==> src/rtl/ctc_pkg.sv <==
// shared constants, types and helpers for the converter telemetry conditioner
package ctc_pkg;

	// field and register widths
	localparam int CODE_W     = 12;
	localparam int REG_W      = 12;
	localparam int REG_ADDR_W = 3;
	localparam int VAL_W      = 14;
	localparam int MASK_W     = 5;
	localparam int VOLT_W     = 13;
	localparam int MV_W       = 12;
	localparam int LANE_IN_W  = 15;
	localparam int PROD_W     = 27;
	localparam int Q_W        = 18;

	localparam int IN_TDATA_W  = 64;
	localparam int OUT_TDATA_W = 72;

	// filter and sense settings
	localparam int FILTER_SHIFT_DEF = 2;
	localparam int SAMPLE_BITS      = 12;

	// scaling constants
	localparam logic [12:0]       VSCALE_NUM    = 13'd6800;
	localparam int                VSCALE_SHIFT  = 12;
	localparam logic [11:0]       SENSE_FULL_MV = 12'd3300;
	localparam logic [PROD_W-1:0] GAIN_RND      = PROD_W'(500);
	localparam int                RECIP_SHIFT   = 37;
	localparam int                RECIP_W       = 28;
	// ceil(2^37 / 1000): exact floor division by 1000 for every 27-bit dividend
	localparam logic [RECIP_W-1:0] GAIN_RECIP =
		RECIP_W'(((64'd1 << RECIP_SHIFT) / 64'd1000) + 64'd1);
	localparam logic [VAL_W-1:0]  SAT_MAX        = 14'd9999;
	localparam logic [VAL_W-1:0]  IIN_HOLD       = 14'd4;
	localparam logic [Q_W:0]      IO_OFFSET_BUCK = (Q_W+1)'(2);

	// register reset values
	localparam logic [REG_W-1:0] CURRENT_ZERO_RST   = 12'd1640;
	localparam logic [REG_W-1:0] IX_GAIN_BOOST_RST  = 12'd1135;
	localparam logic [REG_W-1:0] IY_GAIN_BOOST_RST  = 12'd1376;
	localparam logic [REG_W-1:0] IX_GAIN_BUCK_RST   = 12'd1080;
	localparam logic [REG_W-1:0] IY_GAIN_BUCK_RST   = 12'd1360;
	localparam logic [REG_W-1:0] VTAR_GAIN_BOOST_RST = 12'd998;
	localparam logic [REG_W-1:0] VTAR_GAIN_BUCK_RST = 12'd995;
	localparam logic [REG_W-1:0] IO_REFIT_BUCK_RST  = 12'd964;

	// register indexes
	localparam logic [REG_ADDR_W-1:0] REG_CURRENT_ZERO    = 3'd0;
	localparam logic [REG_ADDR_W-1:0] REG_IX_GAIN_BOOST   = 3'd1;
	localparam logic [REG_ADDR_W-1:0] REG_IY_GAIN_BOOST   = 3'd2;
	localparam logic [REG_ADDR_W-1:0] REG_IX_GAIN_BUCK    = 3'd3;
	localparam logic [REG_ADDR_W-1:0] REG_IY_GAIN_BUCK    = 3'd4;
	localparam logic [REG_ADDR_W-1:0] REG_VTAR_GAIN_BOOST = 3'd5;
	localparam logic [REG_ADDR_W-1:0] REG_VTAR_GAIN_BUCK  = 3'd6;
	localparam logic [REG_ADDR_W-1:0] REG_IO_REFIT_BUCK   = 3'd7;

	typedef struct packed {
		logic load;
		logic conv;
		logic filt;
	} front_ctrl_t;

	typedef struct packed {
		logic [VOLT_W-1:0] vt;
		logic [VOLT_W-1:0] vx;
		logic [VOLT_W-1:0] vy;
		logic [MV_W-1:0]   dx;
		logic [MV_W-1:0]   dy;
	} front_res_t;

	function automatic logic [VAL_W-1:0] sat_val(input logic [Q_W:0] v);
		logic [VAL_W-1:0] r;
		r = (v > (Q_W+1)'(SAT_MAX)) ? SAT_MAX : v[VAL_W-1:0];
		return r;
	endfunction

endpackage

==> src/rtl/ctc_lane.sv <==
// gain lane: rounded multiply by a gain in thousandths, two stages
module ctc_lane (
	input  logic                          clk,
	input  logic                          en,
	input  logic [ctc_pkg::LANE_IN_W-1:0] v,
	input  logic [ctc_pkg::REG_W-1:0]     g,
	output logic [ctc_pkg::Q_W-1:0]       q
);
	import ctc_pkg::*;

	localparam int FULL_W = PROD_W + RECIP_W;

	logic [PROD_W-1:0] p_s1;
	logic [Q_W-1:0]    q_s2;
	logic [FULL_W-1:0] recip_prod;

	// divide by 1000 through the exact reciprocal
	assign recip_prod = FULL_W'(p_s1) * FULL_W'(GAIN_RECIP);

	always_ff @(posedge clk) begin
		if (en) begin
			p_s1 <= PROD_W'(v) * PROD_W'(g) + GAIN_RND;
			q_s2 <= recip_prod[RECIP_SHIFT +: Q_W];
		end
	end

	assign q = q_s2;

endmodule

==> config.mk <==
export PLATFORM = sky130hd
export DESIGN_NAME = ctc_lane
export DESIGN_NICKNAME = d
export VERILOG_FILES = /design/src/rtl/ctc_pkg.sv /design/src/rtl/ctc_lane.sv
export SDC_FILE = /design/constraint.sdc
export NUM_CORES = 1
export LEC_CHECK = 0
export CAP_MARGIN = 0
export CORE_MARGIN = 2
export CORE_UTILIZATION = 30
export DETAILED_ROUTE_END_ITERATION = 8
export DONT_BUFFER_PORTS = 1
export GPL_TIMING_DRIVEN = 1
export HOLD_SLACK_MARGIN = 0.03
export PLACE_DENSITY_LB_ADDON = 0.25
export SETUP_SLACK_MARGIN = 0.3
export SYNTH_ARGS = -nofsm -noshare
export SYNTH_HDL_FRONTEND = slang
export SYNTH_SLANG_ARGS = --single-unit
==> constraint.sdc <==
create_clock -name clk -period 7.4 [get_ports clk]
set_input_delay 0.74 -clock clk [delete_from_list [all_inputs] [get_ports clk]]
set_output_delay 0.74 -clock clk [all_outputs]
set_load 0.05 [all_outputs]
==> flow_summary.yaml <==
critical_path:
  ff2ff_path_depth: 18
  required_ns: 7.46
  end_kind: "flop"
  cp-start-kind: "flop"
  reg2reg_to: "q[14]"
  r2r_slack_ns: 0.71
  path_class: "flop to flop"
  cp_max_fo: 8
  worst-endpoint-arrival_ns: 6.74
  reg2reg_from: "p_s1[15]"
clock_tree:
  cts_tree: "done"
  cts-htree-levels: 2
  path_clk_slew_ns: 0.06
  clock-sinks: 45
  numCtsBuffers: 5
  cts_root_buf: "clkbuf_16"
  clock_path_buffers: 2
  hold_buffers: 0
  clock_latency_ns: 0.30
sta:
  worst_slew_pin_slew_ns: 0.5602
  period_needed_ns: 6.686
  drv_slew: 0
  hold_viol: 0
  fmaxAchievable_mhz: 149.6
  fin_crit_sh: 0.9036
  relSlewSlack: 0.6226
  setup_viol: 0
  fin_worst_skew_ns: 0.004055
  grt_setup_unrepaired: "no"
  setup-tns-final_ns: 0
detailed_routing:
  via_per_inst: 4.479
  drt-initial-drc-count: 403
  routed_wirelength_um: 44860
  route.detailed.drc: 0
  wl_per_cell_um: 17.06
  drtAntennaViolNets: 0
  via_count: 11775
  drtPass1Iterations: 5
synth:
  synth_edf_count: 45
  synth_top_area_cell: "fa_1"
  synth_warnings: 0
  ys_ff_latch: 45
  synth_top_area_frac: 0.3995
  async_flop_share: 0
  syn_nets: 2609
  synth.cell_area_mm2: 0.01809
  synthTopCellsByArea: "fa_1 40%, ha_1 25%, inv_1 13%, edfxtp_1 7.5%, and2_1 2.8%"
  ys.flop_type: "edfxtp_1"
  seq_area_frac_synth: 0.07470
  synth.avg_cell_area_um2: 9.705
  yosysUniqueCellTypes: 51
  synth_cells: 1864
floorplan:
  die_w_um: 249.6
  pin_count: 47
  std_cell_rows: 90
  dieArea_mm2: 0.06228
  core_mm2: 0.06002
  start_util: 0.3014
  die_height_um: 249.6
global_route:
  overflow: 0
  grt_max_degree: 46
  grt_pass1_wl_um: 71610
  antenna_found_initial: 0
  first_global_vias: 12983
  track_usage: 0.1482
layout:
  insertedDiodeCount: 0
  finalNetCount: 2591
  drive_gt1_frac: 0.009746
  area_growth_pct: 5.907
placed_design:
  port_buffers: 0
  dp_hpwl_um: 39460
  gp_congestion: 0.9359
min_path:
  min_path_type: "primary input to flop"
  min_path_cells: 0
  whs_endpoint: "q[17]"
  min_from: "en"
run:
  cap_violations: 0
run_status:
  status: "complete, no violations"
==> metrics by stage <==
stage | utilization | std cells | hold slack (ns) | setup slack, ns | area [um2]
after floorplan | - | 1864 | 0.7391 | 1.758 | 18090
after global placement | 0.3163 | 2621 | 0.8567 | 0.4456 | 18980
after detailed placement | 0.3163 | 2621 | 0.8558 | 0.3792 | 18980
after CTS | 0.3191 | 2629 | 0.5307 | 0.3540 | 19150
after global routing | 0.3192 | 2629 | 0.5284 | 0.4507 | 19160
final | 0.3192 | 2629 | 0.5469 | 0.7135 | 19160
==> layout make-up <==
type                    count  area [um2]
clock buffers               6       128.9
clock inverters             2       38.79
fillers                  6234       40860
inverters                 604        2267
multi-input cells        1188       14380
flip-flops and latches     45        1351
well taps                 782       978.4
repair buffers              2       15.01
==> cell usage after synthesis (5+ instances only) <==
cell type and n:
and2_1 81, and3_1 7, edfxtp_1 45, o21ai_0 23, nor2_1 25, xnor2_1 29, ha_1 355, inv_1 604
nand4_1 9, nand2b_1 6, nand2_1 129, nand3_1 12, o21ai_1 6, a21oi_1 42, a21o_1 26, a31oi_1 5
fa_1 361, clkbuf_1 27, xor2_1 11, a211oi_1 5, nor3_1 8
==> layout by cell type, fill, tap and decap left out, drive strengths merged, types with 12 or more instances in the layout <==
cell    synthesis  routed
a21o           26      26
a21oi          44      44
and2           81      81
edfxtp         45      45
fa            361     361
ha            355     355
inv           604     604
nand2         129     129
nand3          12      12
nor2           25      25
o21ai          29      29
xnor2          29      29
==> how the worst max path moves through the flow <==
stage | from | endpoint | slack [ns] | depth (start not counted)
after detailed placement | p_s1[17] | q[14] | 0.38 | 18
after global placement | p_s1[17] | q[14] | 0.45 | 18
after CTS | p_s1[17] | q[14] | 0.35 | 18
after floorplan | v[10] | p_s1[24] | 1.76 | 20
after global routing | p_s1[17] | q[14] | 0.45 | 18
final | p_s1[15] | q[14] | 0.71 | 18
==> layer usage <==
| layer | vias up | part of all wire | GRT usage |
|---|---|---|---|
| li1 | 5586 | - | - |
| met3 | 43 | 0.021 | 0.01168 |
| met5 | - | 0 | 0 |
| met4 | 0 | 0.024 | 0.04320 |
| met1 | 5999 | 0.44 | 0.1890 |
| met2 | 147 | 0.51 | 0.2674 |
==> repair_timing <==
action / in CTS / in global routing
endpoints found under the setup margin: 0 / 4
setup buffers: 0 / 0
gates resized for setup: 0 / 1
==> worst max-delay path: stages (launching register included) <==
cell      delay, ns
edfxtp_1       0.58
ha_1           0.47
fa_1           0.56
ha_1           0.35
fa_1           0.50
fa_1           0.56
fa_1           0.53
inv_1          0.06
fa_1           0.47
inv_1          0.04
ha_1           0.34
nand3_1        0.12
nor2_1         0.16
nand4_1        0.30
nor4_4         0.50
o211ai_1       0.21
a21oi_2        0.33
a41oi_1        0.19
xnor2_1        0.15
==> flip-flops by register name (all words and copies together), names as in the netlist <==
signal  cells
q          18
p_s1       27
==> kinds of logic after synthesis <==
family,synth area share
buffers and inverters,0.1309
and+or+nand+nor,0.08037
adders and majority gates,0.6450
DFF,0.07470
xor gates and xnor gates,0.01937
AOI/OAI and AO/OA,0.04959
Power is not shown: default switching activity piles up to over one toggle a cycle in this logic, so the estimate is an artifact.
