**config.mk**
```make
export PLATFORM = sky130hd
export DESIGN_NAME = ctc_merge
export DESIGN_NICKNAME = d
export VERILOG_FILES = /design/src/rtl/ctc_pkg.sv /design/src/rtl/ctc_merge.sv
export SDC_FILE = /design/constraint.sdc
export NUM_CORES = 1
export LEC_CHECK = 0
export BUFFER_PORTS_ARGS = -buffer_cell sky130_fd_sc_hd__clkbuf_2
export CAP_MARGIN = 20
export CORE_ASPECT_RATIO = 1.2
export CORE_MARGIN = 5
export CORE_UTILIZATION = 48
export DETAILED_ROUTE_END_ITERATION = 6
export GPL_ROUTABILITY_DRIVEN = 0
export HOLD_SLACK_MARGIN = 0.03
export PLACE_DENSITY_LB_ADDON = 0.08
export SLEW_MARGIN = 25
export SYNTH_ARGS = -nofsm -noshare
export SYNTH_HDL_FRONTEND = slang
export SYNTH_SLANG_ARGS = --single-unit
```
**constraint.sdc**
```tcl
create_clock -name clk -period 7.6 [get_ports clk]
set_input_delay 2.28 -clock clk [delete_from_list [all_inputs] [get_ports clk]]
set_output_delay 2.28 -clock clk [all_outputs]
set_load 0.01 [all_outputs]
```
**src/rtl/ctc_pkg.sv**
```systemverilog
// shared constants, types and helpers for the converter telemetry conditioner
package ctc_pkg;

	// field and register widths
	localparam int CODE_W     = 12;
	localparam int REG_W      = 12;
	localparam int REG_ADDR_W = 3;
	localparam int VAL_W      = 14;
	localparam int MASK_W     = 5;
	localparam int VOLT_W     = 13;
	localparam int MV_W       = 12;
	localparam int LANE_IN_W  = 15;
	localparam int PROD_W     = 27;
	localparam int Q_W        = 18;

	localparam int IN_TDATA_W  = 64;
	localparam int OUT_TDATA_W = 72;

	// filter and sense settings
	localparam int FILTER_SHIFT_DEF = 2;
	localparam int SAMPLE_BITS      = 12;

	// scaling constants
	localparam logic [12:0]       VSCALE_NUM    = 13'd6800;
	localparam int                VSCALE_SHIFT  = 12;
	localparam logic [11:0]       SENSE_FULL_MV = 12'd3300;
	localparam logic [PROD_W-1:0] GAIN_RND      = PROD_W'(500);
	localparam int                RECIP_SHIFT   = 37;
	localparam int                RECIP_W       = 28;
	// ceil(2^37 / 1000): exact floor division by 1000 for every 27-bit dividend
	localparam logic [RECIP_W-1:0] GAIN_RECIP =
		RECIP_W'(((64'd1 << RECIP_SHIFT) / 64'd1000) + 64'd1);
	localparam logic [VAL_W-1:0]  SAT_MAX        = 14'd9999;
	localparam logic [VAL_W-1:0]  IIN_HOLD       = 14'd4;
	localparam logic [Q_W:0]      IO_OFFSET_BUCK = (Q_W+1)'(2);

	// register reset values
	localparam logic [REG_W-1:0] CURRENT_ZERO_RST   = 12'd1640;
	localparam logic [REG_W-1:0] IX_GAIN_BOOST_RST  = 12'd1135;
	localparam logic [REG_W-1:0] IY_GAIN_BOOST_RST  = 12'd1376;
	localparam logic [REG_W-1:0] IX_GAIN_BUCK_RST   = 12'd1080;
	localparam logic [REG_W-1:0] IY_GAIN_BUCK_RST   = 12'd1360;
	localparam logic [REG_W-1:0] VTAR_GAIN_BOOST_RST = 12'd998;
	localparam logic [REG_W-1:0] VTAR_GAIN_BUCK_RST = 12'd995;
	localparam logic [REG_W-1:0] IO_REFIT_BUCK_RST  = 12'd964;

	// register indexes
	localparam logic [REG_ADDR_W-1:0] REG_CURRENT_ZERO    = 3'd0;
	localparam logic [REG_ADDR_W-1:0] REG_IX_GAIN_BOOST   = 3'd1;
	localparam logic [REG_ADDR_W-1:0] REG_IY_GAIN_BOOST   = 3'd2;
	localparam logic [REG_ADDR_W-1:0] REG_IX_GAIN_BUCK    = 3'd3;
	localparam logic [REG_ADDR_W-1:0] REG_IY_GAIN_BUCK    = 3'd4;
	localparam logic [REG_ADDR_W-1:0] REG_VTAR_GAIN_BOOST = 3'd5;
	localparam logic [REG_ADDR_W-1:0] REG_VTAR_GAIN_BUCK  = 3'd6;
	localparam logic [REG_ADDR_W-1:0] REG_IO_REFIT_BUCK   = 3'd7;

	typedef struct packed {
		logic load;
		logic conv;
		logic filt;
	} front_ctrl_t;

	typedef struct packed {
		logic [VOLT_W-1:0] vt;
		logic [VOLT_W-1:0] vx;
		logic [VOLT_W-1:0] vy;
		logic [MV_W-1:0]   dx;
		logic [MV_W-1:0]   dy;
	} front_res_t;

	function automatic logic [VAL_W-1:0] sat_val(input logic [Q_W:0] v);
		logic [VAL_W-1:0] r;
		r = (v > (Q_W+1)'(SAT_MAX)) ? SAT_MAX : v[VAL_W-1:0];
		return r;
	endfunction

endpackage

```
**src/rtl/ctc_merge.sv**
```systemverilog
// merge stage: saturation, side mapping, input current hold, change mask, output register
module ctc_merge (
	input  logic                                clk,
	input  logic                                arst_n,
	input  logic                                load,
	input  logic                                boost,
	input  logic [ctc_pkg::Q_W-1:0]             q_vt,
	input  logic [ctc_pkg::Q_W-1:0]             q_ix,
	input  logic [ctc_pkg::Q_W-1:0]             q_iy,
	input  logic [ctc_pkg::VOLT_W-1:0]          vx,
	input  logic [ctc_pkg::VOLT_W-1:0]          vy,
	input  logic                                m_tready,
	output logic                                m_tvalid,
	output logic [ctc_pkg::OUT_TDATA_W-1:0]     m_tdata,
	output logic [ctc_pkg::MASK_W-1:0]          m_tuser
);
	import ctc_pkg::*;

	logic [VAL_W-1:0] vt_s, ix_s, iy_s, vin, vout, iin_c, iin, iout, diff;
	logic             hold;
	logic [MASK_W-1:0] mask;

	logic [VAL_W-1:0] prev_vt_q, prev_vin_q, prev_vout_q, prev_iin_q, prev_iout_q;
	logic             prev_valid_q;
	logic             valid_q;
	logic [OUT_TDATA_W-1:0] data_q;
	logic [MASK_W-1:0] user_q;

	assign vt_s = sat_val({1'b0, q_vt});
	assign ix_s = sat_val({1'b0, q_ix});
	assign iy_s = boost ? sat_val({1'b0, q_iy}) : sat_val({1'b0, q_iy} + IO_OFFSET_BUCK);

	assign vin   = boost ? VAL_W'(vy) : VAL_W'(vx);
	assign vout  = boost ? VAL_W'(vx) : VAL_W'(vy);
	assign iin_c = boost ? iy_s : ix_s;
	assign iout  = boost ? ix_s : iy_s;

	assign diff = (iin_c > prev_iin_q) ? iin_c - prev_iin_q : prev_iin_q - iin_c;
	assign hold = prev_valid_q && (diff <= IIN_HOLD);
	assign iin  = hold ? prev_iin_q : iin_c;

	assign mask[0] = !prev_valid_q || (vt_s != prev_vt_q);
	assign mask[1] = !prev_valid_q || (vin != prev_vin_q);
	assign mask[2] = !prev_valid_q || (vout != prev_vout_q);
	assign mask[3] = !prev_valid_q || (iin != prev_iin_q);
	assign mask[4] = !prev_valid_q || (iout != prev_iout_q);

	always_ff @(posedge clk or negedge arst_n) begin
		if (!arst_n) begin
			valid_q      <= 1'b0;
			prev_valid_q <= 1'b0;
		end else begin
			if (load) begin
				valid_q      <= 1'b1;
				prev_valid_q <= 1'b1;
			end else if (m_tready) begin
				valid_q <= 1'b0;
			end
		end
	end

	always_ff @(posedge clk) begin
		if (load) begin
			prev_vt_q   <= vt_s;
			prev_vin_q  <= vin;
			prev_vout_q <= vout;
			prev_iin_q  <= iin;
			prev_iout_q <= iout;
			data_q      <= {2'b00, iout, iin, vt_s, vout, vin};
			user_q      <= mask;
		end
	end

	assign m_tvalid = valid_q;
	assign m_tdata  = data_q;
	assign m_tuser  = user_q;

endmodule
```
==> metrics.txt, run 1 <==
status=completed; Setup-failing EPs final=0; total track usage=23.3%; post-layout instance area=7260 um2; Buffers on Ports=158; Max-cap violations=0; total negative slack=0 ns; Antenna Violating Nets Remaining=0; die area=15000 um2; Die Ht=133 um; clock skew=0.00649 ns; synth unique cells=74; DRC viols=0; # IOs=163; Post-CTS Setup Repair Bufs=0; vias in the first global route=5544; area occupied by multi-input gates=3520 um2; Rel. slew slack=34.3%; Row Count=45; CTS tree=built; Core ar.=12500 um2; first-pass GRT wire length=28100 um; FILL cells=1161; Vias=5460; Pwr per Cell Area=164 nW/um2; final worst setup slack=0.696 ns; Synth Cell Area=6050 um2; Ys Warns=0; Final nets=894; Pleak=2.98 nW; TritonRoute pass-1 iters=5; Peak VDD IR=0.000154 V; initial core utilization=48.4%; Clock Sinks=75; Data arrival, critical path=7.09 ns; Synth top area share=36.2%; Final Util=58.1%; Crit path max-delay family=simple AND/OR/NAND/NOR gates; hold crit path type=reg -> reg; Final Max Tran Viols=0; diode count=0; CP bufs+invs=3; PostCTS Resize Cnt=0; Seq. cell area=2240 um2; Synth Register Bits=75; Syn Area/Cell=9.64 um2; crit share post-route=90.8%; count leader, synth=edfxtp_1; Synth top cells by count=73 x edfxtp_1, 48 x nor2_1, 45 x inv_1, 42 x xnor2_1, 35 x nand2_1; cells taking the most area after synthesis=edfxtp_1 36%, xnor2_1 6.1%, ha_1 6.0%, mux2_2 5.0%, xor2_1 4.5%; initial DRC count=365; Worst Setup Slack post-DPL=0.463 ns; area grow syn2layout=20.0%; Via density=5.75; Critical Path Start Type=input pin; initial antenna violation count=0; EDFF count, synth=73; routed wire length=17700 um; max incr delay on CP=0.53 ns; CP Max Fanout=11; WHS=0.499 ns; unrepaired setup endpoints after global routing=false; clock buffer depth=2; cts hold-fix bufs=0; CTS buffer count=9; clock tree root buffer cell=clkbuf_16; drt wl/cell=18.6 um; Fmax achieved=0.145 GHz; Mapped Cells=628; total gr overflow=0; Async S/R FF share, synth=2.67%; Setup CP Type=in -> reg; die width=113 um; post-synth top area cell=edfxtp_1; critical path data required time=7.78 ns; post-synthesis sequential area ratio=37.0%; Post-DP HPWL=14100 um; minimum clock period=6.90 ns; Most used DFF post-synth=edfxtp_1; Clock Latency Late Sink=0.34 ns; Critical Path Slowest Stage Cell=or4_1; Fin. Hold Viols=0; CP cell instances=clkbuf_2 -> nor4_1 -> o211ai_1 -> nand2b_1 -> o22a_1 -> ha_1 -> nand4_1 -> or4_1 -> and2_1 -> o22ai_4 -> o311a_1 -> o21ai_1 -> a2111oi_1 -> nand4_1 -> nor4_4 -> buf_4 -> buf_4 -> mux2i_1; Slew @ Worst Pin=0.986 ns; H-tree depth=3; pin count of the biggest net entering global routing=76; fraction of layout instances using a drive strength above 1=27.9%; Post-Place Cell Area=6960 um2; crit path capture type=flop; clock-pin slew on the worst setup and hold paths=0.07 ns
[report_power, final]
part	switching (mW)	internal (mW)	total (mW)	leakage [nW]
Clock	0.187	0.256	0.443	0.140
Sequential	0.0206	0.483	0.503	0.716
Combinational	0.142	0.102	0.245	2.12
Total	0.350	0.842	1.19	2.98
[area by class of cell]
cell class,instances,share of cell area (%)
Clock buffer,9,3.10
Inverter,45,2.33
Timing Repair Buffer,162,11.3
Sequential cell,75,30.9
Clock inverter,7,1.03
Multi-Input combinational cell,487,48.5
Tap cell,164,2.82
[flip-flops by register name (all words and copies together) (netlist names)]
register,flops
m_tuser,5
prev_vin_q,12
prev_iin_q,13
prev_iout_q,14
prev_vt_q,13
prev_valid_q,1
m_tdata,4
m_tvalid,1
prev_vout_q,12
[metal layers]
layer | GRT usage (%) | routed length [um]
met3 | 6.13 | 1450
met2 | 38.9 | 8410
met5 | 0 | 0
met4 | 9.02 | 477
met1 | 28.8 | 7350
[cell families after synthesis]
| family | share of synthesized area (%) |
|---|---|
| other | 0.0619 |
| buffers and inverters | 4.94 |
| AO/OA/AOI/OAI | 16.2 |
| AND/OR/NAND/NOR | 17.2 |
| flip-flops | 37.0 |
| XOR/XNOR | 10.6 |
| adder cells (fa/ha/maj) | 5.99 |
| multiplexers | 8.02 |
[metrics by stage]
stage	instances	power, mW
final	949	1.19
after global routing	949	1.24
after CTS	949	1.20
after detailed placement	933	0.754
after global placement	933	0.750
after floorplan	631	0.658
[final timing paths]
kind	start	cells after the start	end	slack [ns]
worst max-delay path	q_ix[16]	18	prev_iin_q[6]	0.70
worst min-delay path	m_tvalid	1	m_tvalid	0.50
worst max register to register	prev_iin_q[1]	14	prev_iin_q[6]	3.52
worst min register to register	m_tvalid	1	m_tvalid	0.50
max in group asynchronous	arst_n	1	m_tvalid	5.79
min in group asynchronous	arst_n	1	prev_valid_q	1.71
[cell usage in the layout (no fill, tap or decap), types with 10 or more instances in the layout]
cell type,n
xnor2_1,42
edfxtp_1,73
nand2b_1,10
nand3_1,15
o21ai_0,24
nor2_1,48
nor4_1,12
clkbuf_2,157
a21oi_1,32
ha_1,29
nand4_1,15
nand2_1,35
and2_1,10
inv_1,45
xor2_1,31
mux2i_1,17
mux2_2,27
nor3_1,13
(Power assumes the default switching activity.)
==> run 2, diff against run 1 <==
--- a/config.mk
+++ b/config.mk
@@ -14,6 +14,7 @@
 export GPL_ROUTABILITY_DRIVEN = 0
 export HOLD_SLACK_MARGIN = 0.03
 export PLACE_DENSITY_LB_ADDON = 0.08
+export RECOVER_POWER = 25
 export SLEW_MARGIN = 25
 export SYNTH_ARGS = -nofsm -noshare
 export SYNTH_HDL_FRONTEND = slang
==> run 2 against run 1 <==
Net effect: critical endpoint unchanged; the flow now finishes with violations (capacitance limit, slew limit); clock-buffer cell count did not move; via count about the same; power is 0.16% higher; routed wire length barely moved; global-route usage unchanged; cell area about the same; clock power about the same; clock skew about the same; flip-flop and latch count stayed put; non-clock buffer count is the same; register-to-register slack about the same.
==> metrics.txt, run 2 (synthesis results as in run 1) <==
critical path data required time=7.78 ns (about the same); Pwr per Cell Area=164 nW/um2 (+0.23%); fraction of layout instances using a drive strength above 1=27.6% (-0.25 points); clock tree root buffer cell=clkbuf_16; DRT met1 WL=7320 um (-0.37%); leading registers by flop count=prev_iout_q x14, prev_iin_q x13, prev_vt_q x13; die width=113 um (unchanged); FILL cells=1162 (+0.086%); status=complete, but fails checks; vias in the first global route=5544 (unchanged); hold crit path type=reg -> reg; minimum clock period=6.90 ns (-0.00452 ns); diode count=0 (unchanged); Final nets=894 (unchanged); most frequent cells in the layout=156 x clkbuf_2, 73 x edfxtp_1, 48 x nor2_1, 45 x inv_1, 42 x xnor2_1; Worst Setup Slack post-DPL=0.463 ns (unchanged); Buffers on Ports=158 (unchanged); Top reg by flops=prev_iout_q; final worst setup slack=0.701 ns (+0.00452 ns); routed wire length=17700 um (about the same); # IOs=163 (unchanged); Setup CP Type=in -> reg; Comb pwr share=20.5% (about the same); unrepaired setup endpoints after global routing=false; Antenna Violating Nets Remaining=0 (unchanged); Post-DP HPWL=14100 um (unchanged); Critical Path Start Type=input pin; clock skew=0.00632 ns (-0.000166 ns); initial antenna violation count=0 (unchanged); Fin. Hold Viols=0 (unchanged); Post-CTS Setup Repair Bufs=0 (unchanged); Clock Sinks=75 (unchanged); Via density=5.75 (about the same); Row Count=45 (unchanged); clock buffer depth=2 (unchanged); Slew @ Worst Pin=4.14 ns (+3.16 ns); H-tree depth=3 (unchanged); CP Max Fanout=11 (unchanged); sw frac=29.3% (about the same); Max-cap violations=1 (+1); Data arrival, critical path=7.08 ns (about the same); PostCTS Resize Cnt=0 (unchanged); total gr overflow=0 (unchanged); cts hold-fix bufs=0 (unchanged); failing checks=capacitance limit, slew limit; Fmax achieved=0.145 GHz (about the same); crit path capture type=flop; crit share post-route=90.8% (about the same); Final Max Tran Viols=76 (+76); first-pass GRT wire length=28100 um (unchanged); metal2 WL=8460 um (+0.58%); CTS buffer count=9 (unchanged); area grow syn2layout=19.9% (about the same); top sig layer=met4; initial core utilization=48.4% (unchanged); TritonRoute pass-1 iters=5 (unchanged); Pint=843 uW (+0.20%); CTS tree=built; Rel. slew slack=-176% (-210 points); Peak VDD IR=0.000154 V (+0.14%); max reg flops=14 (unchanged); Core ar.=12500 um2 (unchanged); drt wl/cell=18.7 um (about the same); total track usage=23.3% (unchanged); DRC viols=0 (unchanged); total negative slack=0 ns (unchanged); initial DRC count=365 (unchanged); Setup-failing EPs final=0 (unchanged); Clock Latency Late Sink=0.34 ns (about the same); Clock Power Share=37.2% (about the same); clock-pin slew on the worst setup and hold paths=0.07 ns (about the same); net switching power=350 uW (about the same); die area=15000 um2 (unchanged); Pleak=2.97 nW (-0.26%); pin count of the biggest net entering global routing=76 (unchanged); Vias=5455 (-0.092%); Die Ht=133 um (unchanged); DR WL met3=1450 um (about the same); sequential power share=42.3% (about the same); commonest non-fill, non-tap cell in the layout=clkbuf_2
run 2: cell types whose count changed in the layout (fill, tap and decap cells not counted), sizes merged:
cell / before / now
clkbuf: 166 / 167
buf: 5 / 4
run 2: worst paths after layout:
check | from | to | slack (ns) | cells after the start
max | q_ix[16] | prev_iin_q[6] | 0.70 | 18
min | m_tvalid | m_tvalid | 0.50 | 1
max reg2reg | prev_iin_q[1] | prev_iin_q[6] | 3.53 | 14
min reg2reg | m_tvalid | m_tvalid | 0.50 | 1
max in group asynchronous | arst_n | m_tvalid | 5.75 | 1
min in group asynchronous | arst_n | prev_valid_q | 1.72 | 1
run 2: per-stage QoR:
stage / power [mW] / area [um2] / hold WS [ns] / util, % / std cells
6_report: 1.19 / 7260 / 0.499 / 58.1 / 949
5_1_grt: 1.25 / 7260 / 0.553 / 58.1 / 949
4_1_cts: 1.20 / 7260 / 0.505 / 58.1 / 949
3_5_place_dp: 0.754 / 6960 / 0.489 / 55.7 / 933
3_3_place_gp: 0.750 / 6960 / 0.466 / 55.7 / 933
2_1_floorplan: 0.658 / 6070 / 0.520 / - / 631
run 2: layout make-up:
cell class / instances / area (um2) / area share, %
clock inverters: 7 / 75.1 / 1.03
inverters: 45 / 169 / 2.33
flip-flops and latches: 75 / 2240 / 30.9
well taps: 164 / 205 / 2.83
multi-input cells: 487 / 3520 / 48.6
clock buffers: 9 / 225 / 3.10
repair buffers: 162 / 818 / 11.3
run 2: power by group through the flow:
stage | Clock [mW] | Combinational, mW | Sequential, mW
4_1_cts | 0.448 | 0.244 | 0.503
2_1_floorplan | 0 | 0.138 | 0.520
3_5_place_dp | 0 | 0.242 | 0.511
5_1_grt | 0.470 | 0.267 | 0.508
6_report | 0.444 | 0.244 | 0.505
3_3_place_gp | 0 | 0.239 | 0.511
run 2: metal layers:
| metal | vias to the layer above | global-route usage, % |
|---|---|---|
| met4 | 0 | 9.02 |
| li1 | 2630 | - |
| met2 | 234 | 38.9 |
| met3 | 36 | 6.13 |
| met1 | 2555 | 28.8 |
| met5 | - | 0 |
run 2: worst max-delay path, cell delays in order:
cell       delay (ns)
clkbuf_2         0.08
nor4_1           0.47
o211ai_1         0.29
nand2b_1         0.30
o22a_1           0.28
ha_1             0.51
nand4_1          0.22
or4_1            0.53
and2_1           0.32
o22ai_4          0.19
o311a_1          0.19
o21ai_1          0.06
a2111oi_1        0.35
nand4_1          0.20
nor4_4           0.16
buf_4            0.21
buf_4            0.22
mux2i_1          0.22
==> run 3, diff against run 2 <==
--- a/config.mk
+++ b/config.mk
@@ -9,7 +9,7 @@
 export CAP_MARGIN = 20
 export CORE_ASPECT_RATIO = 1.2
 export CORE_MARGIN = 5
-export CORE_UTILIZATION = 48
+export CORE_UTILIZATION = 50
 export DETAILED_ROUTE_END_ITERATION = 6
 export GPL_ROUTABILITY_DRIVEN = 0
 export HOLD_SLACK_MARGIN = 0.03
==> run 3 against run 2 <==
Net effect: the run still ends with capacitance limit, slew limit left; worst hold slack improved by 0.0067 ns; final cell count decreased by 0.42%; routed wire length decreased by 2.5%; fmax decreased by 0.75%; cell area about the same; non-clock buffer count decreased by 1; combinational power about the same; setup slack got worse by 0.052 ns; register-to-register slack got worse by 0.06 ns; critical endpoint is now m_tuser[3]; highest routed layer unchanged.
==> metrics.txt, run 3 (synthesis results as in run 1) <==
status=complete, but fails checks; failing checks=capacitance limit, slew limit; die area=14400 um2 (-3.7%); Fmax achieved=0.144 GHz (-0.75%); area occupied by multi-input gates=3520 um2 (unchanged); fraction of layout instances using a drive strength above 1=27.7% (+0.035 points); clock-pin slew on the worst setup and hold paths=0.07 ns (about the same); initial core utilization=50.4% (+2.0 points); max incr delay on CP=0.53 ns (about the same); Peak VDD IR=0.000103 V (-33%); initial antenna violation count=0 (unchanged); CP bufs+invs=2 (-1); Seq. cell area=2240 um2 (unchanged); diode count=0 (unchanged); crit path capture type=flop; max reg flops=14 (unchanged); area grow syn2layout=20.0% (about the same); CTS buffer count=9 (unchanged); Setup-failing EPs final=0 (unchanged); reg2reg end=m_tuser[3]; clock skew=0.00769 ns (+0.00137 ns); CTS tree=built; Data arrival, critical path=7.02 ns (-0.06 ns); r2r startpoint=prev_iin_q[1]; hold endpoint=m_tvalid; min-delay src=m_tvalid; unrepaired setup endpoints after global routing=false; Critical Path Slowest Stage Cell=or4_1; Antenna Violating Nets Remaining=0 (unchanged); Vias=5442 (-0.24%); Via density=5.76 (+0.18%); total negative slack=0 ns (unchanged); PostCTS Resize Cnt=0 (unchanged); critical path data required time=7.67 ns (-0.11 ns); most frequent cells in the layout=156 x clkbuf_2, 73 x edfxtp_1, 48 x nor2_1, 45 x inv_1, 42 x xnor2_1; Post-CTS Setup Repair Bufs=0 (unchanged); total track usage=23.4% (+0.059 points); die width=110 um (-1.8%); total gr overflow=0 (unchanged); first-pass GRT wire length=27200 um (-3.2%); Post-DP HPWL=13900 um (-1.7%); Final Max Tran Viols=76 (unchanged); FILL cells=1100 (-5.3%); minimum clock period=6.95 ns (+0.0518 ns); Crit path max-delay family=simple AND/OR/NAND/NOR gates; hold crit path type=reg -> reg; routed wire length=17300 um (-2.5%); Die Ht=131 um (-1.9%); crit share post-route=91.5% (+0.68 points); Buffers on Ports=158 (unchanged); CP Max Fanout=14 (+3); vias in the first global route=5493 (-0.92%); initial DRC count=339 (-7.1%); Post-Place Cell Area=6950 um2 (-0.16%); worst hold path depth=1 (unchanged); Pwr per Cell Area=166 nW/um2 (+1.1%); Final Util=60.5% (+2.4 points); Fin. Hold Viols=0 (unchanged); r2r setup slk=3.47 ns (-0.06 ns); Row Count=44 (-2.2%); clock tree root buffer cell=clkbuf_16; H-tree depth=3 (unchanged); TritonRoute pass-1 iters=6 (+1); Critical Path Start Type=input pin; # IOs=163 (unchanged); Top reg by flops=prev_iout_q; r2r worst-path depth=13 (-1); Rel. slew slack=-170% (+5.9 points); Setup CP Type=in -> reg; post-layout instance area=7260 um2 (about the same); Clock Latency Late Sink=0.34 ns (about the same); Final nets=893 (-0.11%); cts hold-fix bufs=0 (unchanged); Pleak=2.98 nW (+0.36%); CP cell instances=clkbuf_2 -> nor4_1 -> o211ai_1 -> nand2b_1 -> o22a_1 -> ha_1 -> nand4_1 -> or4_1 -> nand2_1 -> nand2_1 -> o32ai_1 -> o21ai_1 -> a2111oi_1 -> nand4_1 -> nor4_4 -> buf_4 -> o21ai_1; leading registers by flop count=prev_iout_q x14, prev_iin_q x13, prev_vt_q x13; commonest non-fill, non-tap cell in the layout=clkbuf_2; Clock Sinks=75 (unchanged); pin count of the biggest net entering global routing=76 (unchanged); Slew @ Worst Pin=4.06 ns (-0.0886 ns); Core ar.=12000 um2 (-4.0%); Max-cap violations=1 (unchanged); clock buffer depth=2 (unchanged); DRC viols=0 (unchanged); drt wl/cell=18.3 um (-2.1%)
## run 3: power by group
part | switching (mW) | internal, mW
clock | 0.193 | 0.264
sequential | 0.0206 | 0.484
combinational | 0.142 | 0.102
## run 3: how the worst max path moves through the flow
stage / slack (ns) / start / end / cells past startpoint
6_report: 0.65 / q_ix[16] / m_tuser[3] / 17
5_1_grt: 0.43 / q_ix[16] / prev_iin_q[2] / 16
4_1_cts: 0.84 / q_ix[16] / m_tuser[3] / 16
3_5_place_dp: 0.52 / q_ix[16] / prev_iin_q[12] / 16
3_3_place_gp: 0.69 / q_ix[16] / m_tuser[3] / 17
2_1_floorplan: 1.06 / q_iy[7] / m_tdata[55] / 16
## run 3: per-layer routing
| layer | vias to the layer above | routed length [um] | GRT usage (%) |
|---|---|---|---|
| met2 | 242 | 8140 | 39.7 |
| met1 | 2524 | 7140 | 28.0 |
| li1 | 2624 | - | - |
| met4 | 0 | 637 | 12.0 |
| met3 | 52 | 1350 | 5.62 |
| met5 | - | 0 | 0 |
## run 3: cell type report
class / instances / share of cell area [%]
Multi-Input combinational cell: 487 / 48.5
Sequential cell: 75 / 30.9
Timing Repair Buffer: 161 / 11.2
Clock buffer: 9 / 3.10
Tap cell: 161 / 2.77
Inverter: 45 / 2.33
Clock inverter: 7 / 1.24
## run 3: through the flow
stage / power (mW) / setup slack, ns / hold WS [ns] / cells
after floorplan: 0.658 / 1.06 / 0.520 / 631
after global placement: 0.749 / 0.687 / 0.463 / 929
after detailed placement: 0.753 / 0.516 / 0.499 / 929
after CTS: 1.21 / 0.845 / 0.509 / 945
after global routing: 1.26 / 0.434 / 0.515 / 945
final: 1.21 / 0.649 / 0.506 / 945
