`src/rtl/ctc_pkg.sv`:
```
// shared constants, types and helpers for the converter telemetry conditioner
package ctc_pkg;

	// field and register widths
	localparam int CODE_W     = 12;
	localparam int REG_W      = 12;
	localparam int REG_ADDR_W = 3;
	localparam int VAL_W      = 14;
	localparam int MASK_W     = 5;
	localparam int VOLT_W     = 13;
	localparam int MV_W       = 12;
	localparam int LANE_IN_W  = 15;
	localparam int PROD_W     = 27;
	localparam int Q_W        = 18;

	localparam int IN_TDATA_W  = 64;
	localparam int OUT_TDATA_W = 72;

	// filter and sense settings
	localparam int FILTER_SHIFT_DEF = 2;
	localparam int SAMPLE_BITS      = 12;

	// scaling constants
	localparam logic [12:0]       VSCALE_NUM    = 13'd6800;
	localparam int                VSCALE_SHIFT  = 12;
	localparam logic [11:0]       SENSE_FULL_MV = 12'd3300;
	localparam logic [PROD_W-1:0] GAIN_RND      = PROD_W'(500);
	localparam int                RECIP_SHIFT   = 37;
	localparam int                RECIP_W       = 28;
	// ceil(2^37 / 1000): exact floor division by 1000 for every 27-bit dividend
	localparam logic [RECIP_W-1:0] GAIN_RECIP =
		RECIP_W'(((64'd1 << RECIP_SHIFT) / 64'd1000) + 64'd1);
	localparam logic [VAL_W-1:0]  SAT_MAX        = 14'd9999;
	localparam logic [VAL_W-1:0]  IIN_HOLD       = 14'd4;
	localparam logic [Q_W:0]      IO_OFFSET_BUCK = (Q_W+1)'(2);

	// register reset values
	localparam logic [REG_W-1:0] CURRENT_ZERO_RST   = 12'd1640;
	localparam logic [REG_W-1:0] IX_GAIN_BOOST_RST  = 12'd1135;
	localparam logic [REG_W-1:0] IY_GAIN_BOOST_RST  = 12'd1376;
	localparam logic [REG_W-1:0] IX_GAIN_BUCK_RST   = 12'd1080;
	localparam logic [REG_W-1:0] IY_GAIN_BUCK_RST   = 12'd1360;
	localparam logic [REG_W-1:0] VTAR_GAIN_BOOST_RST = 12'd998;
	localparam logic [REG_W-1:0] VTAR_GAIN_BUCK_RST = 12'd995;
	localparam logic [REG_W-1:0] IO_REFIT_BUCK_RST  = 12'd964;

	// register indexes
	localparam logic [REG_ADDR_W-1:0] REG_CURRENT_ZERO    = 3'd0;
	localparam logic [REG_ADDR_W-1:0] REG_IX_GAIN_BOOST   = 3'd1;
	localparam logic [REG_ADDR_W-1:0] REG_IY_GAIN_BOOST   = 3'd2;
	localparam logic [REG_ADDR_W-1:0] REG_IX_GAIN_BUCK    = 3'd3;
	localparam logic [REG_ADDR_W-1:0] REG_IY_GAIN_BUCK    = 3'd4;
	localparam logic [REG_ADDR_W-1:0] REG_VTAR_GAIN_BOOST = 3'd5;
	localparam logic [REG_ADDR_W-1:0] REG_VTAR_GAIN_BUCK  = 3'd6;
	localparam logic [REG_ADDR_W-1:0] REG_IO_REFIT_BUCK   = 3'd7;

	typedef struct packed {
		logic load;
		logic conv;
		logic filt;
	} front_ctrl_t;

	typedef struct packed {
		logic [VOLT_W-1:0] vt;
		logic [VOLT_W-1:0] vx;
		logic [VOLT_W-1:0] vy;
		logic [MV_W-1:0]   dx;
		logic [MV_W-1:0]   dy;
	} front_res_t;

	function automatic logic [VAL_W-1:0] sat_val(input logic [Q_W:0] v);
		logic [VAL_W-1:0] r;
		r = (v > (Q_W+1)'(SAT_MAX)) ? SAT_MAX : v[VAL_W-1:0];
		return r;
	endfunction

endpackage

```
`src/rtl/ctc_front.sv`:
```
// front end: voltage scaling, sense conversion, current filters and zero distance
module ctc_front #(
	parameter int FILTER_SHIFT = ctc_pkg::FILTER_SHIFT_DEF
) (
	input  logic                      clk,
	input  logic                      arst_n,
	input  ctc_pkg::front_ctrl_t      ctrl,
	input  logic [ctc_pkg::CODE_W-1:0] target_code,
	input  logic [ctc_pkg::CODE_W-1:0] vx_code,
	input  logic [ctc_pkg::CODE_W-1:0] vy_code,
	input  logic [ctc_pkg::CODE_W-1:0] ix_sample,
	input  logic [ctc_pkg::CODE_W-1:0] iy_sample,
	input  logic [ctc_pkg::REG_W-1:0]  current_zero_mv,
	output ctc_pkg::front_res_t       res
);
	import ctc_pkg::*;

	localparam int ACC_W = MV_W + FILTER_SHIFT;
	localparam int VP_W  = CODE_W + 13;
	localparam int MVP_W = SAMPLE_BITS + 13;
	localparam logic [MVP_W-1:0] MV_RND = MVP_W'(1) << (SAMPLE_BITS - 1);

	logic [CODE_W-1:0] target_q, vx_q, vy_q, ix_q, iy_q;
	logic [MV_W-1:0]   mvx_q, mvy_q;
	logic [ACC_W-1:0]  acc_x_q, acc_y_q;
	logic              seeded_q;
	front_res_t        res_q;

	logic [VP_W-1:0]   vt_prod, vx_prod, vy_prod;
	logic [MVP_W-1:0]  mvx_prod, mvy_prod;
	logic [ACC_W:0]    acc_x_upd, acc_y_upd;
	logic [ACC_W-1:0]  acc_x_nxt, acc_y_nxt;
	logic [MV_W-1:0]   fx, fy, dx, dy;

	assign vt_prod = VP_W'(target_q) * VP_W'(VSCALE_NUM);
	assign vx_prod = VP_W'(vx_q) * VP_W'(VSCALE_NUM);
	assign vy_prod = VP_W'(vy_q) * VP_W'(VSCALE_NUM);

	assign mvx_prod = MVP_W'(ix_q[SAMPLE_BITS-1:0]) * MVP_W'(SENSE_FULL_MV) + MV_RND;
	assign mvy_prod = MVP_W'(iy_q[SAMPLE_BITS-1:0]) * MVP_W'(SENSE_FULL_MV) + MV_RND;

	// quarter-weight style filter, seeded by the first beat
	assign acc_x_upd = {1'b0, acc_x_q} + (ACC_W+1)'(mvx_q)
		- (ACC_W+1)'(acc_x_q >> FILTER_SHIFT);
	assign acc_y_upd = {1'b0, acc_y_q} + (ACC_W+1)'(mvy_q)
		- (ACC_W+1)'(acc_y_q >> FILTER_SHIFT);
	assign acc_x_nxt = seeded_q ? acc_x_upd[ACC_W-1:0] : (ACC_W'(mvx_q) << FILTER_SHIFT);
	assign acc_y_nxt = seeded_q ? acc_y_upd[ACC_W-1:0] : (ACC_W'(mvy_q) << FILTER_SHIFT);

	assign fx = acc_x_nxt[FILTER_SHIFT +: MV_W];
	assign fy = acc_y_nxt[FILTER_SHIFT +: MV_W];
	assign dx = (fx >= current_zero_mv) ? fx - current_zero_mv : current_zero_mv - fx;
	assign dy = (fy >= current_zero_mv) ? fy - current_zero_mv : current_zero_mv - fy;

	always_ff @(posedge clk or negedge arst_n) begin
		if (!arst_n) begin
			acc_x_q  <= '0;
			acc_y_q  <= '0;
			seeded_q <= 1'b0;
		end else if (ctrl.filt) begin
			acc_x_q  <= acc_x_nxt;
			acc_y_q  <= acc_y_nxt;
			seeded_q <= 1'b1;
		end
	end

	always_ff @(posedge clk) begin
		if (ctrl.load) begin
			target_q <= target_code;
			vx_q     <= vx_code;
			vy_q     <= vy_code;
			ix_q     <= ix_sample;
			iy_q     <= iy_sample;
		end
		if (ctrl.conv) begin
			res_q.vt <= vt_prod[VSCALE_SHIFT +: VOLT_W];
			res_q.vx <= vx_prod[VSCALE_SHIFT +: VOLT_W];
			res_q.vy <= vy_prod[VSCALE_SHIFT +: VOLT_W];
			mvx_q    <= mvx_prod[SAMPLE_BITS +: MV_W];
			mvy_q    <= mvy_prod[SAMPLE_BITS +: MV_W];
		end
		if (ctrl.filt) begin
			res_q.dx <= dx;
			res_q.dy <= dy;
		end
	end

	assign res = res_q;

endmodule

```
`config.mk`:
```
export PLATFORM = sky130hd
export DESIGN_NAME = ctc_front
export DESIGN_NICKNAME = d
export VERILOG_FILES = /design/src/rtl/ctc_pkg.sv /design/src/rtl/ctc_front.sv
export SDC_FILE = /design/constraint.sdc
export NUM_CORES = 1
export LEC_CHECK = 0
export ABC_AREA = 0
export BUFFER_PORTS_ARGS = -buffer_cell sky130_fd_sc_hd__clkbuf_2
export CORE_MARGIN = 3
export CORE_UTILIZATION = 60
export CTS_CLUSTER_DIAMETER = 80
export DETAILED_ROUTE_END_ITERATION = 12
export GPL_TIMING_DRIVEN = 1
export PLACE_DENSITY_LB_ADDON = 0.25
export SETUP_SLACK_MARGIN = 0.15
export SLEW_MARGIN = 15
export SYNTH_ARGS = -nofsm -noshare
export SYNTH_HDL_FRONTEND = slang
export SYNTH_SLANG_ARGS = --single-unit
export TNS_END_PERCENT = 5
```
`constraint.sdc`:
```
create_clock -name clk -period 6.5 [get_ports clk]
set_input_delay 1.3 -clock clk [delete_from_list [all_inputs] [get_ports clk]]
set_output_delay 1.3 -clock clk [all_outputs]
set_load 0.02 [all_outputs]
```
==> flow_metrics.env, run 1 <==
export IMPL_required_ns=6.70
export IMPL_wl_mm=36.9
export IMPL_place_congestion=0.914
export IMPL_cap_violations=0
export IMPL_io_buffers=139
export IMPL_synth_ff_type="edfxtp_1"
export IMPL_dieArea_um2=34500
export IMPL_clk_pin_slew_ns=0.08
export IMPL_cp_startpoint="ix_q[3]"
export IMPL_htree_levels=4
export IMPL_initial_core_util_pct=61.2
export IMPL_grt_overflow_total=0
export IMPL_ctsHoldBuffers=0
export IMPL_wl_per_cell_um=15.3
export IMPL_netlist_cell_type_count=63
export IMPL_clock_root_buffer="clkbuf_16"
export IMPL_grtUsageMet1_pct=28.4
export IMPL_antenna_found_initial=0
export IMPL_postSynthAreaPerCell_um2=10.5
export IMPL_layout_commonest_cell="inv_1"
export IMPL_clk_latency_ns=0.46
export IMPL_crit_fanout=7
export IMPL_ys_async_sr_fraction_pct=16.5
export IMPL_dp_hpwl_mm=30.4
export IMPL_drc_errors=0
export IMPL_rsz0062_at_grt="false"
export IMPL_synth_area_um2=19400
export IMPL_met2_usage_pct=40.0
export IMPL_cts_sinks=176
export IMPL_min_period_ns=6.05
export IMPL_endpoint_kind="flop"
export IMPL_crit_end="mvx_q[11]"
export IMPL_final_setup_tns_ns=0
export IMPL_die_h_um=186
export IMPL_grt_most_used_layer="met2"
export IMPL_r2r_start="ix_q[3]"
export IMPL_ys_ff_latch=176
export IMPL_setup_viol_count_final=0
export IMPL_final_cell_mix="inv_1 (407), ha_1 (404), fa_1 (152)"
export IMPL_dr_pass1_iters=4
export IMPL_fmax_mhz=165
export IMPL_maxSlewViolCount=0
export IMPL_period_share_pct=93.0
export IMPL_worst_slew_pin_slew_ns=0.962
export IMPL_reg2reg_slack_ns=0.45
export IMPL_hold_viol_final=0
export IMPL_synth_edf_count=147
export IMPL_yosysSeqAreaShare_pct=26.5
export IMPL_met3_usage_pct=3.21
export IMPL_finalClockSkew_ns=0.0101
export IMPL_viasPerCell=5.38
export IMPL_syn_inst=1849
export IMPL_status="finished clean"
export IMPL_hold_path_class="flop to flop"
export IMPL_coreArea_um2=31700
export IMPL_crit_type="flop to flop"
export IMPL_die_width_um=186
export IMPL_grt_pass1_vias=13500
export IMPL_io_pins=140
export IMPL_grt_usage_pct=22.5
export IMPL_diodes=0
export IMPL_synth_top_area_share_pct=26.1
export IMPL_syn_nets=2483
export IMPL_cts_made_buffers=17
export IMPL_layout_nets=2633
export IMPL_clock_path_buffers=2
export IMPL_cts_tree="yes"
export IMPL_num_rows=65
export IMPL_vias=13000
export IMPL_dr_first_iter_drc_count=505
export IMPL_maxSlewHeadroom_pct=35.9
export IMPL_drive_gt1_share_pct=10.2
export IMPL_r2r_cells=21
export IMPL_startpoint_type="flop"
export IMPL_arrival_ns=6.25
export IMPL_ant_nets=0
export IMPL_synthToLayoutAreaGrowth_pct=9.45
export IMPL_synth_warnings=0
export IMPL_ys_top_cells_by_area="ha_1 (26%), edfxtp_1 (23%), fa_1 (16%)"
export IMPL_timing_rr_end="mvx_q[11]"
export IMPL_synth_area_leader_cell="ha_1"
export IMPL_grt_max_degree=64
export IMPL_grt_pass1_wl_mm=62.6
state kept, by name, indices dropped and copies added (netlist names):
signal and flops:
acc_x_q 14, acc_y_q 14, ix_q 12, iy_q 12
mvx_q 12, mvy_q 12, res 63, seeded_q 1
target_q 12, vx_q 12, vy_q 12
synthesized netlist by cell type, types with 5 or more instances:
cell and number:
or3_1 8, nand2b_1 8, nor2b_1 11, fa_1 152, edfxtp_1 147, a2111oi_0 5, nor2_1 98, or2_2 8
ha_1 405, nand2_1 43, o31a_1 5, xor2_1 41, and2_1 5, o21bai_1 13, mux2_2 8, xnor2_1 81
clkbuf_1 11, and3_1 9, mux2i_1 39, nand3_1 16, a31oi_1 9, a21boi_0 13, nor3_1 28, dfrtp_1 29
o21a_1 24, a211oi_1 6, a21oi_1 76, a21o_1 31, nand4_1 9, o21ai_0 44, inv_1 407
how the worst min path moves through the flow:
stage	startpoint	slack, ns	cells after the start	end
6_report	acc_x_q[0]	0.56	2	acc_x_q[0]
5_1_grt	acc_x_q[0]	0.60	2	acc_x_q[0]
4_1_cts	acc_x_q[0]	0.57	2	acc_x_q[0]
3_5_place_dp	acc_y_q[1]	0.55	2	acc_y_q[1]
3_3_place_gp	acc_x_q[0]	0.52	2	acc_x_q[0]
2_1_floorplan	acc_x_q[0]	0.51	2	acc_x_q[0]
per-layer routing:
layer  vias up  part of all wire (%)
met4         0                   2.4
met3        59                   3.1
li1       6518                     -
met5         -                     0
met2       212                    50
met1      6210                    44
area by class of cell:
| class | count | area (um^2) |
|---|---|---|
| sequential | 176 | 5140 |
| fill | 2446 | 10500 |
| clock buffer | 21 | 503 |
| multi-input combinational | 1251 | 12700 |
| inverter | 407 | 1530 |
| timing repair buffer | 146 | 751 |
| tap | 402 | 503 |
| clock inverter | 11 | 114 |
worst max-delay path, stage by stage (launching register included):
cell and delay, ns:
edfxtp_1 0.44, ha_1 0.32, inv_1 0.06, fa_1 0.49, inv_1 0.05, fa_1 0.50, fa_1 0.54, inv_1 0.05
fa_1 0.49, inv_1 0.04, ha_2 0.32, and3_4 0.22, a211o_1 0.37, a2111o_1 0.42, nand3_2 0.10, and3_1 0.21
nand3b_1 0.11, or3_4 0.42, nor4b_2 0.28, a21oi_1 0.08, o211ai_2 0.18, xnor2_1 0.09
repair_timing:
item,in CTS,in global routing
endpoints found under the setup margin,1,1
buffers inserted,0,4
resized for setup,1,4
metrics by stage:
| stage | area [um^2] | hold slack [ns] | utilization, % | instances | setup WS [ns] |
|---|---|---|---|---|---|
| 4_1_cts | 21200 | 0.568 | 66.8 | 2410 | 0.204 |
| 5_1_grt | 21200 | 0.603 | 66.9 | 2414 | 0.129 |
| 3_5_place_dp | 20600 | 0.550 | 64.8 | 2378 | 0.140 |
| 6_report | 21200 | 0.560 | 66.9 | 2414 | 0.454 |
| 3_3_place_gp | 20600 | 0.522 | 64.8 | 2378 | 0.298 |
| 2_1_floorplan | 19400 | 0.508 | - | 1849 | 0.510 |
kinds of logic after synthesis:
kind of cell             synth area share (%)
AO/OA/AOI/OAI                            8.97
XOR/XNOR                                 5.51
multiplexers                             2.48
flip-flops                               26.5
AND/OR/NAND/NOR                          6.52
adder cells (fa/ha/maj)                  41.8
buffers and inverters                    8.22
Power of run 1 is not shown: default switching activity piles up to over one toggle a cycle in this logic, so the estimate is an artifact.
==> run 2, diff against run 1 <==
Settings changed: MAX_ROUTING_LAYER set to met4.
==> run 2 against run 1 <==
Maximum frequency down 0.16%. Die area stayed put. Global-route usage increased by 1.3 points. Sequential share of layout area is essentially flat. Sequential cell count unchanged. First-iteration DRC count down 19%. Clock-buffer cell count is 2 higher. Non-clock buffer count increased by 3. Cell count is 0.12% higher. Design area is essentially flat. Worst setup slack got worse by 0.010 ns. Clock skew fell by 0.0010 ns. Highest routed layer unchanged.
==> flow_metrics.env, run 2 (synthesized netlist as in run 1, its figures left out) <==
export IMPL_setup_viol_count_final=0
export IMPL_viasPerCell=5.40
export IMPL_clk_pin_slew_ns=0.07
export IMPL_met3_usage_pct=2.91
export IMPL_ctsHoldBuffers=0
export IMPL_diodes=0
export IMPL_layout_nets=2636
export IMPL_cp_startpoint="ix_q[7]"
export IMPL_crit_fanout=7
export IMPL_crit_end="mvx_q[11]"
export IMPL_drive_gt1_share_pct=10.4
export IMPL_clk_latency_ns=0.45
export IMPL_dieArea_um2=34500
export IMPL_cap_violations=0
export IMPL_grt_pass1_vias=13800
export IMPL_timing_rr_end="mvx_q[11]"
export IMPL_num_rows=65
export IMPL_io_pins=140
export IMPL_cts_made_buffers=17
export IMPL_fmax_mhz=165
export IMPL_htree_levels=4
export IMPL_grt_overflow_total=0
export IMPL_wl_mm=37.2
export IMPL_hold_path_class="flop to flop"
export IMPL_min_period_ns=6.06
export IMPL_drc_errors=0
export IMPL_clock_path_buffers=2
export IMPL_reg2reg_slack_ns=0.44
export IMPL_wl_per_cell_um=15.4
export IMPL_io_buffers=139
export IMPL_endpoint_kind="flop"
export IMPL_final_cell_mix="inv_1 (407), ha_1 (404), fa_1 (152)"
export IMPL_worst_slew_pin_slew_ns=0.966
export IMPL_crit_type="flop to flop"
export IMPL_required_ns=6.70
export IMPL_grt_most_used_layer="met2"
export IMPL_status="finished clean"
export IMPL_r2r_start="ix_q[7]"
export IMPL_period_share_pct=93.2
export IMPL_dp_hpwl_mm=30.5
export IMPL_ant_nets=0
export IMPL_synthToLayoutAreaGrowth_pct=9.48
export IMPL_dr_pass1_iters=5
export IMPL_place_congestion=0.909
export IMPL_met2_usage_pct=41.2
export IMPL_maxSlewViolCount=0
export IMPL_grt_usage_pct=23.8
export IMPL_arrival_ns=6.25
export IMPL_grtUsageMet1_pct=29.3
export IMPL_cts_sinks=176
export IMPL_initial_core_util_pct=61.2
export IMPL_r2r_cells=21
export IMPL_grt_max_degree=64
export IMPL_largest_reg_flops=63
export IMPL_hold_viol_final=0
export IMPL_dr_first_iter_drc_count=411
export IMPL_antenna_found_initial=0
export IMPL_cts_tree="yes"
export IMPL_die_width_um=186
export IMPL_maxSlewHeadroom_pct=35.6
export IMPL_layout_commonest_cell="inv_1"
export IMPL_final_setup_tns_ns=0
export IMPL_grt_pass1_wl_mm=64.3
export IMPL_rsz0062_at_grt="true"
export IMPL_finalClockSkew_ns=0.00905
export IMPL_coreArea_um2=31700
export IMPL_startpoint_type="flop"
export IMPL_clock_root_buffer="clkbuf_16"
export IMPL_vias=13100
export IMPL_die_h_um=186
[run 2: layout make-up]
class | instances | area, um^2
well taps | 402 | 503
flip-flops and latches | 176 | 5140
repair buffers | 149 | 773
clock inverters | 9 | 67.6
inverters | 407 | 1530
clock buffers | 23 | 531
fillers | 2463 | 10500
multi-input cells | 1251 | 12700
[run 2: worst min path at each step]
| stage | startpoint | to | slack [ns] | cells past startpoint |
|---|---|---|---|---|
| after floorplan | acc_x_q[0] | acc_x_q[0] | 0.51 | 2 |
| after global placement | acc_x_q[0] | acc_x_q[0] | 0.52 | 2 |
| after detailed placement | acc_x_q[0] | acc_x_q[0] | 0.54 | 2 |
| after CTS | acc_x_q[0] | acc_x_q[0] | 0.55 | 2 |
| after global routing | acc_y_q[0] | acc_y_q[0] | 0.59 | 2 |
| final | acc_x_q[0] | acc_x_q[0] | 0.55 | 2 |
[run 2: layer usage]
metal / vias to the layer above / wire [um]
li1: 6524 / -
met1: 6263 / 16500
met2: 213 / 18700
met3: 61 / 1020
met4: 0 / 909
met5: - / 0
[run 2: through the flow]
step | setup WS (ns) | area [um^2] | cells | utilization (%) | hold WS (ns)
after detailed placement | 0.133 | 20600 | 2379 | 64.8 | 0.536
after global routing | 0.128 | 21200 | 2417 | 67.0 | 0.592
after global placement | 0.301 | 20600 | 2379 | 64.8 | 0.522
after floorplan | 0.510 | 19400 | 1849 | - | 0.508
final | 0.444 | 21200 | 2417 | 67.0 | 0.549
after CTS | 0.178 | 21200 | 2411 | 66.7 | 0.549
[run 2: critical path: stages (launching register included)]
cell and delay (ns):
edfxtp_1 0.42, ha_1 0.30, inv_1 0.07, fa_1 0.55, inv_1 0.06, fa_1 0.50
fa_1 0.55, inv_1 0.06, fa_1 0.51, inv_1 0.05, ha_2 0.33, and3_4 0.22
a211o_1 0.36, a2111o_1 0.42, nand3_2 0.10, and3_1 0.20, nand3b_1 0.10, or3_4 0.42
o21a_1 0.20, a21oi_1 0.14, o211ai_2 0.11, xnor2_1 0.14
[run 2: repair_timing]
action	CTS	global route
buffers inserted	0	6
gates cloned	0	0
pin swaps	0	1
gates resized for setup	1	5
setup endpoints to repair	1	4
Power of run 2 is left out for the same reason.
==> run 3, diff against run 2 <==
Settings changed: ABC_AREA 0 to 1.
==> run 3 against run 2 <==
Clock-buffer cell count is 6 lower. Via count is 22% higher. Critical path depth is 4 higher. Worst setup slack better by 1.0 ns. Sequential share of layout area is 1.8 points lower. Synthesized cell count is 32% higher. Design area is 8.1% higher. Die area is 9.1% higher. Routed wire length is 17% higher. Critical endpoint is now mvy_q[9].
==> flow_metrics.env, run 3 <==
export IMPL_status="finished clean"
export IMPL_coreArea_um2=34700
export IMPL_dr_first_iter_drc_count=600
export IMPL_initial_core_util_pct=61.1
export IMPL_cts_made_buffers=17
export IMPL_dp_hpwl_mm=37.3
export IMPL_grtUsageMet1_pct=30.0
export IMPL_whs_path_depth=2
export IMPL_synthToLayoutAreaGrowth_pct=8.23
export IMPL_met3_usage_pct=2.59
export IMPL_grt_pass1_vias=16300
export IMPL_crit_buf_inv=7
export IMPL_worst_slew_pin_slew_ns=1.02
export IMPL_syn_inst=2443
export IMPL_wl_mm=43.7
export IMPL_ys_top_cells_by_area="ha_1 (24%), edfxtp_1 (21%), fa_1 (14%)"
export IMPL_synth_warnings=0
export IMPL_clock_root_buffer="clkbuf_16"
export IMPL_hold_path_class="flop to flop"
export IMPL_place_congestion=0.945
export IMPL_postSynthAreaPerCell_um2=8.69
export IMPL_required_ns=6.71
export IMPL_fmax_mhz=198
export IMPL_rsz0062_at_grt="false"
export IMPL_min_period_ns=5.06
export IMPL_netlist_cell_type_count=47
export IMPL_layout_nets=3210
export IMPL_period_share_pct=77.8
export IMPL_ctsHoldBuffers=0
export IMPL_slowest_stage="fa_1"
export IMPL_synth_edf_count=147
export IMPL_maxSlewHeadroom_pct=31.6
export IMPL_syn_nets=3077
export IMPL_r2r_cells=25
export IMPL_grt_max_degree=64
export IMPL_cpLargestDelayFamily="adder cells"
export IMPL_htree_levels=4
export IMPL_dieArea_um2=37700
export IMPL_clk_pin_slew_ns=0.07
export IMPL_ys_async_sr_fraction_pct=16.5
export IMPL_final_cell_mix="inv_1 (529), nand2_1 (471), ha_1 (405)"
export IMPL_io_buffers=139
export IMPL_antenna_found_initial=0
export IMPL_grt_pass1_wl_mm=75.1
export IMPL_grt_most_used_layer="met2"
export IMPL_maxSlewViolCount=0
export IMPL_largest_reg_flops=63
export IMPL_synth_area_um2=21200
export IMPL_final_core_util_pct=66.2
export IMPL_crit_path_max_incr_delay_ns=0.53
export IMPL_die_width_um=194
export IMPL_crit_fanout=5
export IMPL_vias=15900
export IMPL_dr_pass1_iters=5
export IMPL_met2_usage_pct=43.0
export IMPL_synth_ff_type="edfxtp_1"
export IMPL_setup_viol_count_final=0
export IMPL_synth_most_common_cell="inv_1"
export IMPL_endpoint_kind="flop"
export IMPL_arrival_ns=5.27
export IMPL_crit_type="flop to flop"
export IMPL_finalClockSkew_ns=0.0134
export IMPL_ys_ff_latch=176
export IMPL_hold_viol_final=0
export IMPL_final_setup_tns_ns=0
export IMPL_ctsResizeCount=0
export IMPL_cap_violations=0
export IMPL_wl_per_cell_um=14.3
export IMPL_synth_area_leader_cell="ha_1"
export IMPL_postCtsSetupRepairBufs=0
export IMPL_path_depth=25
export IMPL_synthTopCellsByCount="inv_1 (529), nand2_1 (471), ha_1 (405)"
export IMPL_grt_overflow_total=0
export IMPL_yosysSeqAreaShare_pct=24.2
export IMPL_io_pins=140
export IMPL_layout_commonest_cell="inv_1"
export IMPL_num_rows=68
export IMPL_clock_path_buffers=2
export IMPL_drive_gt1_share_pct=8.38
export IMPL_cts_tree="yes"
export IMPL_viasPerCell=5.23
export IMPL_ant_nets=0
export IMPL_die_h_um=194
export IMPL_synth_top_area_share_pct=23.9
export IMPL_clk_latency_ns=0.45
export IMPL_drc_errors=0
export IMPL_grt_usage_pct=24.6
export IMPL_cts_sinks=176
export IMPL_startpoint_type="flop"
export IMPL_diodes=0
run 3: cell families after synthesis:
kind of cell	Yosys count	share of synthesized area, %
xor gates and xnor gates	124	5.22
and+or+nand+nor	720	14.3
DFF	176	24.2
AOI/OAI and AO/OA	298	7.93
adders and majority gates	557	38.2
buffers and inverters	568	10.1
run 3: worst min-delay path, stage by stage, from the launching register on:
cell,delay (ns)
dfrtp_1,0.38
nand2_1,0.06
o21ai_0,0.06
run 3: stage by stage:
stage | instance area, um^2 | std cells | setup slack [ns] | hold WS (ns)
final | 23000 | 3044 | 1.44 | 0.541
after global routing | 23000 | 3044 | 1.02 | 0.573
after global placement | 22400 | 3012 | 1.58 | 0.504
after detailed placement | 22400 | 3012 | 1.41 | 0.524
after floorplan | 21200 | 2443 | 1.78 | 0.478
after CTS | 23000 | 3044 | 1.41 | 0.540
run 3: final timing paths:
path / start / end / slack [ns]
max: iy_q[0] / mvy_q[9] / 1.44
min: acc_x_q[2] / acc_x_q[2] / 0.54
max reg2reg: iy_q[0] / mvy_q[9] / 1.44
min reg2reg: acc_x_q[2] / acc_x_q[2] / 0.54
max in group asynchronous: arst_n / acc_x_q[10] / 5.07
min in group asynchronous: arst_n / acc_y_q[10] / 0.92
run 3: layer usage:
layer	up-vias	wire, um	share of wire [%]
li1	8126	-	-
met4	0	1180	2.7
met2	261	21900	50
met1	7450	19400	44
met3	71	1220	2.8
met5	-	0	0
run 3: final cells by class:
type	count	area [um^2]
clock buffers	17	425
inverters	536	2010
repair buffers	146	748
multi-input cells	1699	13900
fillers	2850	11700
clock inverters	15	136
flip-flops and latches	176	5140
well taps	455	569
Power of run 3 is left out for the same reason.
